[src/rtl/core/lkec_pkg.sv]
// shared types and constants of the lru keyed entry cache
package lkec_pkg;

  // default number of entries
  localparam int DEPTH_DEF = 16;

  // capacity register
  localparam int             CAP_W     = 5;
  localparam logic [CAP_W-1:0] CAP_RESET = 5'd16;

  // result kinds
  localparam logic [2:0] KIND_HIT   = 3'd0;
  localparam logic [2:0] KIND_MISS  = 3'd1;
  localparam logic [2:0] KIND_INS   = 3'd2;
  localparam logic [2:0] KIND_REPL  = 3'd3;
  localparam logic [2:0] KIND_EVICT = 3'd4;

  // operations
  localparam logic OP_LOOKUP = 1'b0;
  localparam logic OP_INSERT = 1'b1;

  // one input item
  typedef struct packed {
    logic               operation;
    logic signed [15:0] pos_x;
    logic signed [15:0] pos_z;
    logic        [15:0] new_handle;
  } in_item_t;

  // one result item
  typedef struct packed {
    logic        [2:0]  kind;
    logic        [15:0] out_handle;
    logic signed [15:0] out_x;
    logic signed [15:0] out_z;
    logic               last;
  } out_item_t;

  // key and handle of one stored entry
  typedef struct packed {
    logic signed [15:0] key_x;
    logic signed [15:0] key_z;
    logic        [15:0] handle;
  } entry_data_t;

endpackage

[src/rtl/core/lkec_entry_ram.sv]
// entry store: key, handle and age per entry, one write and one registered read port
module lkec_entry_ram import lkec_pkg::*; #(
  parameter int DEPTH = DEPTH_DEF
) (
  input  logic                                   clk,
  input  logic                                   wr_en,
  input  logic [((DEPTH > 1) ? $clog2(DEPTH) : 1)-1:0] wr_idx,
  input  entry_data_t                            wr_data,
  input  logic [((DEPTH > 1) ? $clog2(DEPTH) : 1)-1:0] wr_age,
  input  logic [((DEPTH > 1) ? $clog2(DEPTH) : 1)-1:0] rd_idx,
  output entry_data_t                            rd_data,
  output logic [((DEPTH > 1) ? $clog2(DEPTH) : 1)-1:0] rd_age
);

  localparam int IW = (DEPTH > 1) ? $clog2(DEPTH) : 1;

  entry_data_t       data_mem [DEPTH];
  logic [IW-1:0]     age_mem  [DEPTH];

  // write port
  always_ff @(posedge clk) begin
    if (wr_en) begin
      data_mem[wr_idx] <= wr_data;
      age_mem[wr_idx]  <= wr_age;
    end
  end

  // registered read port
  always_ff @(posedge clk) begin
    rd_data <= data_mem[rd_idx];
    rd_age  <= age_mem[rd_idx];
  end

endmodule

[src/rtl/core/lru_keyed_entry_cache.sv]
// lru keyed entry cache: fully associative handle store with a scanned entry memory
// every pass reads all DEPTH entries through the single memory read port
// lookup miss: the result follows the search pass; hit or replace: search pass, update pass, result
// insert new: the insert result follows the search pass, then an evict pass and result per eviction,
// then an update pass; the next item is taken once the last pass has ended
// synchronous active-low reset clears valid bits and count, capacity returns to 16
module lru_keyed_entry_cache import lkec_pkg::*; #(
  parameter int DEPTH = DEPTH_DEF
) (
  input  logic             clk,
  input  logic             rst_n,
  input  logic             in_valid,
  output logic             in_stall,
  input  in_item_t         in_item,
  output logic             out_valid,
  input  logic             out_stall,
  output out_item_t        out_item,
  input  logic             cfg_wr_en,
  input  logic [CAP_W-1:0] cfg_wr_data
);

  localparam int IW = (DEPTH > 1) ? $clog2(DEPTH) : 1;
  localparam int CW = $clog2(DEPTH + 1);
  localparam int MW = (CW > CAP_W) ? CW + 1 : CAP_W + 1;
  localparam logic [IW-1:0] LAST_IDX = IW'(DEPTH - 1);
  localparam logic [MW-1:0] DEPTH_M  = MW'(DEPTH);

  // sequencer states
  localparam logic [2:0] ST_IDLE   = 3'd0;
  localparam logic [2:0] ST_SEARCH = 3'd1;
  localparam logic [2:0] ST_UPDATE = 3'd2;
  localparam logic [2:0] ST_EVICT  = 3'd3;
  localparam logic [2:0] ST_EMIT   = 3'd4;

  logic [2:0]       state_r, state_nxt;
  logic [CAP_W-1:0] cap_r, cap_nxt;
  logic [CW-1:0]    count_r, count_nxt;
  logic [DEPTH-1:0] valid_r, valid_nxt;
  logic             out_valid_r, out_valid_nxt;
  logic             issue_r, issue_nxt;
  logic             rd_vld_r, rd_vld_nxt;

  in_item_t         item_r, item_nxt;
  logic             hit_r, hit_nxt;
  logic [IW-1:0]    hit_idx_r, hit_idx_nxt;
  logic [IW-1:0]    hit_age_r, hit_age_nxt;
  logic [15:0]      hit_handle_r, hit_handle_nxt;
  logic             free_vld_r, free_vld_nxt;
  logic [IW-1:0]    free_idx_r, free_idx_nxt;
  logic [CW-1:0]    evict_left_r, evict_left_nxt;
  logic [IW-1:0]    vic_idx_r, vic_idx_nxt;
  entry_data_t      vic_data_r, vic_data_nxt;
  logic [IW-1:0]    scan_cnt_r, scan_cnt_nxt;
  logic [IW-1:0]    rd_idx_r, rd_idx_nxt;
  out_item_t        res_r, res_nxt;
  out_item_t        out_item_r, out_item_nxt;

  // memory ports
  logic             wr_en;
  logic [IW-1:0]    wr_idx;
  entry_data_t      wr_data;
  logic [IW-1:0]    wr_age;
  entry_data_t      rd_data;
  logic [IW-1:0]    rd_age;

  // decode of the entry under scan
  logic             cur_valid;
  logic             key_match;
  logic             pass_done;
  logic             in_pass;
  logic             start_pass;
  logic             out_load;
  logic [IW-1:0]    oldest_age;
  logic [IW-1:0]    target_idx;
  logic [MW-1:0]    cap_eff;
  logic [MW-1:0]    need_m;
  logic [MW-1:0]    evict_m;

  lkec_entry_ram #(
    .DEPTH(DEPTH)
  ) u_ram (
    .clk    (clk),
    .wr_en  (wr_en),
    .wr_idx (wr_idx),
    .wr_data(wr_data),
    .wr_age (wr_age),
    .rd_idx (scan_cnt_r),
    .rd_data(rd_data),
    .rd_age (rd_age)
  );

  assign cur_valid  = valid_r[rd_idx_r];
  assign key_match  = cur_valid && (rd_data.key_x == item_r.pos_x) &&
                      (rd_data.key_z == item_r.pos_z);
  assign pass_done  = rd_vld_r && (rd_idx_r == LAST_IDX);
  assign in_pass    = (state_r == ST_SEARCH) || (state_r == ST_UPDATE) ||
                      (state_r == ST_EVICT);
  assign out_load   = (state_r == ST_EMIT) && (!out_valid_r || !out_stall);
  assign oldest_age = IW'(count_r - 1'b1);
  assign target_idx = hit_r ? hit_idx_r : free_idx_r;

  // effective capacity and number of entries to evict on a new insert
  always_comb begin
    if (cap_r == '0) begin
      cap_eff = MW'(1);
    end else if (MW'(cap_r) > DEPTH_M) begin
      cap_eff = DEPTH_M;
    end else begin
      cap_eff = MW'(cap_r);
    end
    need_m  = MW'(count_r) + MW'(1);
    evict_m = (need_m > cap_eff) ? (need_m - cap_eff) : '0;
  end

  // sequencer
  always_comb begin
    state_nxt      = state_r;
    cap_nxt        = cfg_wr_en ? cfg_wr_data : cap_r;
    count_nxt      = count_r;
    valid_nxt      = valid_r;
    item_nxt       = item_r;
    hit_nxt        = hit_r;
    hit_idx_nxt    = hit_idx_r;
    hit_age_nxt    = hit_age_r;
    hit_handle_nxt = hit_handle_r;
    free_vld_nxt   = free_vld_r;
    free_idx_nxt   = free_idx_r;
    evict_left_nxt = evict_left_r;
    vic_idx_nxt    = vic_idx_r;
    vic_data_nxt   = vic_data_r;
    res_nxt        = res_r;
    start_pass     = 1'b0;
    wr_en          = 1'b0;
    wr_idx         = rd_idx_r;
    wr_data        = rd_data;
    wr_age         = rd_age;

    unique case (state_r)
      ST_IDLE: begin
        if (in_valid) begin
          item_nxt     = in_item;
          hit_nxt      = 1'b0;
          free_vld_nxt = 1'b0;
          state_nxt    = ST_SEARCH;
          start_pass   = 1'b1;
        end
      end

      ST_SEARCH: begin
        // first matching key and first free slot
        if (rd_vld_r) begin
          if (key_match && !hit_r) begin
            hit_nxt        = 1'b1;
            hit_idx_nxt    = rd_idx_r;
            hit_age_nxt    = rd_age;
            hit_handle_nxt = rd_data.handle;
          end
          if (!cur_valid && !free_vld_r) begin
            free_vld_nxt = 1'b1;
            free_idx_nxt = rd_idx_r;
          end
        end
        if (pass_done) begin
          res_nxt.out_x = item_r.pos_x;
          res_nxt.out_z = item_r.pos_z;
          if (hit_nxt) begin
            res_nxt.kind       = (item_r.operation == OP_INSERT) ? KIND_REPL : KIND_HIT;
            res_nxt.out_handle = hit_handle_nxt;
            res_nxt.last       = 1'b1;
            state_nxt          = ST_UPDATE;
            start_pass         = 1'b1;
          end else if (item_r.operation == OP_LOOKUP) begin
            res_nxt.kind       = KIND_MISS;
            res_nxt.out_handle = '0;
            res_nxt.last       = 1'b1;
            state_nxt          = ST_EMIT;
          end else begin
            evict_left_nxt     = CW'(evict_m);
            res_nxt.kind       = KIND_INS;
            res_nxt.out_handle = item_r.new_handle;
            res_nxt.last       = (evict_m == '0);
            state_nxt          = ST_EMIT;
          end
        end
      end

      ST_UPDATE: begin
        // age update, write of the promoted or inserted entry
        if (rd_vld_r) begin
          if ((rd_idx_r == target_idx) && (hit_r || free_vld_r)) begin
            wr_en = 1'b1;
            wr_age = '0;
            if (hit_r) begin
              if (item_r.operation == OP_INSERT) begin
                wr_data.handle = item_r.new_handle;
              end
            end else begin
              wr_data.key_x     = item_r.pos_x;
              wr_data.key_z     = item_r.pos_z;
              wr_data.handle    = item_r.new_handle;
              valid_nxt[rd_idx_r] = 1'b1;
              count_nxt         = count_r + 1'b1;
            end
          end else if (cur_valid && (!hit_r || (rd_age < hit_age_r))) begin
            wr_en  = 1'b1;
            wr_age = IW'(rd_age + 1'b1);
          end
        end
        if (pass_done) begin
          state_nxt = hit_r ? ST_EMIT : ST_IDLE;
        end
      end

      ST_EVICT: begin
        // least recent valid entry
        if (rd_vld_r && cur_valid && (rd_age == oldest_age)) begin
          vic_idx_nxt  = rd_idx_r;
          vic_data_nxt = rd_data;
        end
        if (pass_done) begin
          valid_nxt[vic_idx_nxt] = 1'b0;
          count_nxt              = count_r - 1'b1;
          evict_left_nxt         = evict_left_r - 1'b1;
          if (!free_vld_r || (vic_idx_nxt < free_idx_r)) begin
            free_vld_nxt = 1'b1;
            free_idx_nxt = vic_idx_nxt;
          end
          res_nxt.kind       = KIND_EVICT;
          res_nxt.out_handle = vic_data_nxt.handle;
          res_nxt.out_x      = vic_data_nxt.key_x;
          res_nxt.out_z      = vic_data_nxt.key_z;
          res_nxt.last       = (evict_left_r == CW'(1));
          state_nxt          = ST_EMIT;
        end
      end

      ST_EMIT: begin
        if (out_load) begin
          start_pass = 1'b0;
          if ((item_r.operation == OP_INSERT) && !hit_r) begin
            state_nxt  = (evict_left_r != '0) ? ST_EVICT : ST_UPDATE;
            start_pass = 1'b1;
          end else begin
            state_nxt = ST_IDLE;
          end
        end
      end

      default: begin
        state_nxt = ST_IDLE;
      end
    endcase
  end

  // scan address and read pipeline
  always_comb begin
    scan_cnt_nxt = scan_cnt_r;
    issue_nxt    = 1'b0;
    rd_vld_nxt   = 1'b0;
    rd_idx_nxt   = rd_idx_r;
    if (start_pass) begin
      scan_cnt_nxt = '0;
      issue_nxt    = 1'b1;
    end else if (in_pass && issue_r) begin
      rd_vld_nxt   = 1'b1;
      rd_idx_nxt   = scan_cnt_r;
      issue_nxt    = (scan_cnt_r != LAST_IDX);
      scan_cnt_nxt = (scan_cnt_r == LAST_IDX) ? scan_cnt_r : scan_cnt_r + 1'b1;
    end
  end

  // output register
  always_comb begin
    out_valid_nxt = out_valid_r;
    out_item_nxt  = out_item_r;
    if (out_load) begin
      out_valid_nxt = 1'b1;
      out_item_nxt  = res_r;
    end else if (!out_stall) begin
      out_valid_nxt = 1'b0;
    end
  end

  // control registers
  always_ff @(posedge clk) begin
    if (!rst_n) begin
      state_r     <= ST_IDLE;
      cap_r       <= CAP_RESET;
      count_r     <= '0;
      valid_r     <= '0;
      out_valid_r <= 1'b0;
      issue_r     <= 1'b0;
      rd_vld_r    <= 1'b0;
    end else begin
      state_r     <= state_nxt;
      cap_r       <= cap_nxt;
      count_r     <= count_nxt;
      valid_r     <= valid_nxt;
      out_valid_r <= out_valid_nxt;
      issue_r     <= issue_nxt;
      rd_vld_r    <= rd_vld_nxt;
    end
  end

  // payload registers
  always_ff @(posedge clk) begin
    item_r       <= item_nxt;
    hit_r        <= hit_nxt;
    hit_idx_r    <= hit_idx_nxt;
    hit_age_r    <= hit_age_nxt;
    hit_handle_r <= hit_handle_nxt;
    free_vld_r   <= free_vld_nxt;
    free_idx_r   <= free_idx_nxt;
    evict_left_r <= evict_left_nxt;
    vic_idx_r    <= vic_idx_nxt;
    vic_data_r   <= vic_data_nxt;
    scan_cnt_r   <= scan_cnt_nxt;
    rd_idx_r     <= rd_idx_nxt;
    res_r        <= res_nxt;
    out_item_r   <= out_item_nxt;
  end

  assign in_stall  = (state_r != ST_IDLE);
  assign out_valid = out_valid_r;
  assign out_item  = out_item_r;

endmodule
[config.mk]
export PLATFORM = sky130hd
export DESIGN_NAME = lru_keyed_entry_cache
export DESIGN_NICKNAME = d
export VERILOG_FILES = /design/src/rtl/core/lkec_pkg.sv /design/src/rtl/core/lkec_entry_ram.sv /design/src/rtl/core/lru_keyed_entry_cache.sv
export SDC_FILE = /design/constraint.sdc
export NUM_CORES = 1
export LEC_CHECK = 0
export BUFFER_PORTS_ARGS = -buffer_cell sky130_fd_sc_hd__buf_2
export CAP_MARGIN = 20
export CORE_MARGIN = 3
export CORE_UTILIZATION = 66
export CTS_BUF_LIST = sky130_fd_sc_hd__clkbuf_4
export CTS_CLUSTER_SIZE = 25
export DETAILED_ROUTE_END_ITERATION = 10
export GPL_TIMING_DRIVEN = 0
export PLACE_DENSITY_LB_ADDON = 0.08
export SLEW_MARGIN = 0
export SYNTH_ARGS = -nofsm -noshare
export SYNTH_HDL_FRONTEND = slang
export SYNTH_SLANG_ARGS = --single-unit
[constraint.sdc]
create_clock -name clk -period 21 [get_ports clk]
set_input_delay 4.2 -clock clk [delete_from_list [all_inputs] [get_ports clk]]
set_output_delay 4.2 -clock clk [all_outputs]
set_load 0.1 [all_outputs]
==> impl_metrics.yaml <==
yosys:
  synth.largest_area_cell: "edfxtp_1"
  yosysMostFrequentCell: "edfxtp_1"
  async_flop_share_pct: 0
  syn_area_um2: 45500
  synthesis.nets: 2392
  ys_seq_area_share_pct: 74.9
  ys_top_cells_by_count: "1,076 x edfxtp_1, 261 x mux4_2, 136 x nand2_1"
  ys_top_cells_by_area: "edfxtp_1 71%, mux4_2 13%, dfxtp_1 3.9%, mux2_2 1.7%, nand2_1 1.1%"
  avgSynthCellArea_um2: 19.7
  synthFlopType: "edfxtp_1"
  synth_cells: 2314
  synth_top_area_share_pct: 71.0
  synth_edf_count: 1076
  synth-seq-cells: 1164
  synth.distinct_cells: 70
  synth-warning-count: 0
timing:
  skew_ps: 89.3
  rsz0062_at_grt: "no"
  drv_slew: 0
  setup_viol: 0
  finalCritPeriodShare_pct: 31.1
  fmax_mhz: 153
  fin_crit_ps: 6530
  tightestPinTransition_ps: 1110
  hold_viol_final: 0
  slew_headroom_pct: 25.5
  tns_ps: 0
power_and_ir_drop:
  total_power_uw: 4800
  power.switching_uw: 1070
  power_density_nw_per_um2: 91.1
  p_int_uw: 3720
  power.leakage_uw: 0.0178
  ir_worst_vdd_mv: 0.0734
  combPwrFrac_pct: 6.0
  sequentialPowerShare_pct: 53.9
  swShare_pct: 22.4
  clkPwrFrac_pct: 40.1
die:
  ioPinCount: 113
  dieWidth_um: 269
  start_util_pct: 67.1
  rows: 95
  die_area_um2: 72100
  die_h_um: 269
  core_area_um2: 67800
cts:
  htreeDepth: 5
  cts_setup_buffers: 0
  cts_tree: "yes"
  cts_hold_buf: 0
  clk_latency_ps: 1100
  cts_made_buffers: 300
  cts.sinks: 1164
  cts.path.max_buffers: 4
  cts_resized: 0
  cts_root_buffer: "clkbuf_4"
  clk_pin_slew_ps: 60
critical_path:
  crit_slowest_cell: "buf_2"
  crit_type: "reg -> out"
  cp_data_arrival_time_ps: 2330
  critPathBufInv: 3
  crit_path_max_incr_delay_ps: 410
  worstSetupStartpointType: "flip-flop"
  cp_cell_sequence: "clkbuf_1 > nor3_1 > inv_1 > buf_2"
  cp_top_family: "buffers and inverters"
  end_kind: "output pin"
  critPathRequiredTime_ps: 16800
  critPathMaxFanout: 10
detailed_routing:
  wire_per_inst_um: 27.8
  num_vias: 25000
  first_iter_violations: 3403
  wl_um: 110000
  vias_per_cell: 6.34
  drcViolationCount: 0
  drt_first_pass_iters: 5
  ant_nets: 0
placement:
  port-buffer-count: 110
  dp_hpwl_um: 72600
  place_congestion: 0.855
final_layout:
  multi_input_area_um2: 10800
  drive_gt1_share_pct: 36.6
  syn2layout_area_growth_pct: 15.8
  nNetsFinal: 2928
  seq_area_um2: 34100
  fillers: 3607
worst_hold_path:
  min_path_type: "reg -> reg"
grt:
  grt_max_degree: 53
  antenna_found_initial: 6
  overflow: 0
  track_usage_pct: 31.4
  grt_pass1_vias: 25600
  grt_pass1_wl_um: 161000
run:
  maxCapViolCount: 0
status:
  status: "complete, no violations"
cell families (layout without fill, tap and decap cells):
group / Yosys count / after routing / synth area share [%]
AOI/OAI and AO/OA: 149 / 149 / 2.05
other: 0 / 2 / 0
xor gates and xnor gates: 57 / 57 / 1.10
DFF: 1164 / 1164 / 74.9
buffers and inverters: 150 / 902 / 1.53
muxes: 379 / 379 / 15.8
adders and majority gates: 19 / 19 / 0.539
and+or+nand+nor: 396 / 396 / 4.08
worst paths after layout:
path                                   from       endpoint  slack (ps)  cells after the start
worst max-delay path             state_r[2]       in_stall       14470                      4
worst min register to register    res_r[27]   out_item[27]         390                      0
worst min-delay path              res_r[27]   out_item[27]         390                      0
worst max register to register  rd_idx_r[1]  free_idx_r[0]       17060                     12
metrics by stage:
step / cell area (µm²) / utilization, % / std cells / hold WS [ps] / worst slack (ps)
after global routing: 52700 / 77.8 / 3941 / 396 / 14300
after CTS: 52600 / 77.6 / 3932 / 390 / 14390
after detailed placement: 48800 / 72.0 / 3414 / 405 / 15380
after floorplan: 45500 / - / 2314 / 400 / 13090
after global placement: 47100 / 69.6 / 3297 / 401 / 7170
final: 52700 / 77.8 / 3941 / 391 / 14470
metal layers:
| metal | track usage, % | wire length, µm | vias up |
|---|---|---|---|
| li1 | - | - | 10500 |
| met1 | 41.9 | 39800 | 12700 |
| met2 | 51.8 | 55700 | 1590 |
| met3 | 6.89 | 11000 | 238 |
| met4 | 12.2 | 3190 | 0 |
| met5 | 0 | 0 | - |
flip-flops by register name (all words and copies together) (netlist names), 5 cells and up:
register and flops:
cap_r 5, count_r 5, evict_left_r 5, hit_handle_r 16
item_r 49, out_item 52, res_r 52, u_ram.age_mem 64
u_ram.data_mem 768, u_ram.rd_data 48, valid_r 16, vic_data_r 48
cell usage in the layout (no fill, tap or decap), types with 9 or more instances in the layout:
master,Yosys,layout
a21o_1,19,19
a21oi_1,48,47
and2_1,19,19
buf_16,0,20
buf_2,27,140
buf_4,6,41
buf_6,10,61
buf_8,0,11
clkbuf_1,70,69
clkbuf_4,0,450
clkinv_1,0,57
dfxtp_1,88,88
edfxtp_1,1076,1076
ha_1,18,18
inv_1,26,25
mux2_2,70,70
mux2i_1,36,36
mux4_2,261,261
nand2_1,136,136
nand2b_1,9,9
nand3_1,9,9
nand4_1,10,10
nor2_1,131,130
nor3_1,27,21
o21ai_0,44,44
xnor2_1,45,45
xor2_1,12,12
power by group through the flow:
| stage | clock network (µW) | logic, µW | registers (µW) |
|---|---|---|---|
| after global routing | 2070 | 307 | 2590 |
| after global placement | 0 | 272 | 2640 |
| after detailed placement | 0 | 286 | 2640 |
| after floorplan | 0 | 181 | 2650 |
| after CTS | 1950 | 287 | 2590 |
| final | 1920 | 287 | 2590 |
layout make-up:
| class | instances | share of cell area (%) |
|---|---|---|
| sequential | 1164 | 64.7 |
| multi-input combinational | 1000 | 20.6 |
| clock buffer | 449 | 6.40 |
| timing repair buffer | 234 | 4.14 |
| tap | 873 | 2.07 |
| buffer | 123 | 1.14 |
| clock inverter | 69 | 0.805 |
| inverter | 27 | 0.192 |
| antenna | 2 | 0.00950 |
Note: power is estimated with default switching activity, not from simulation.
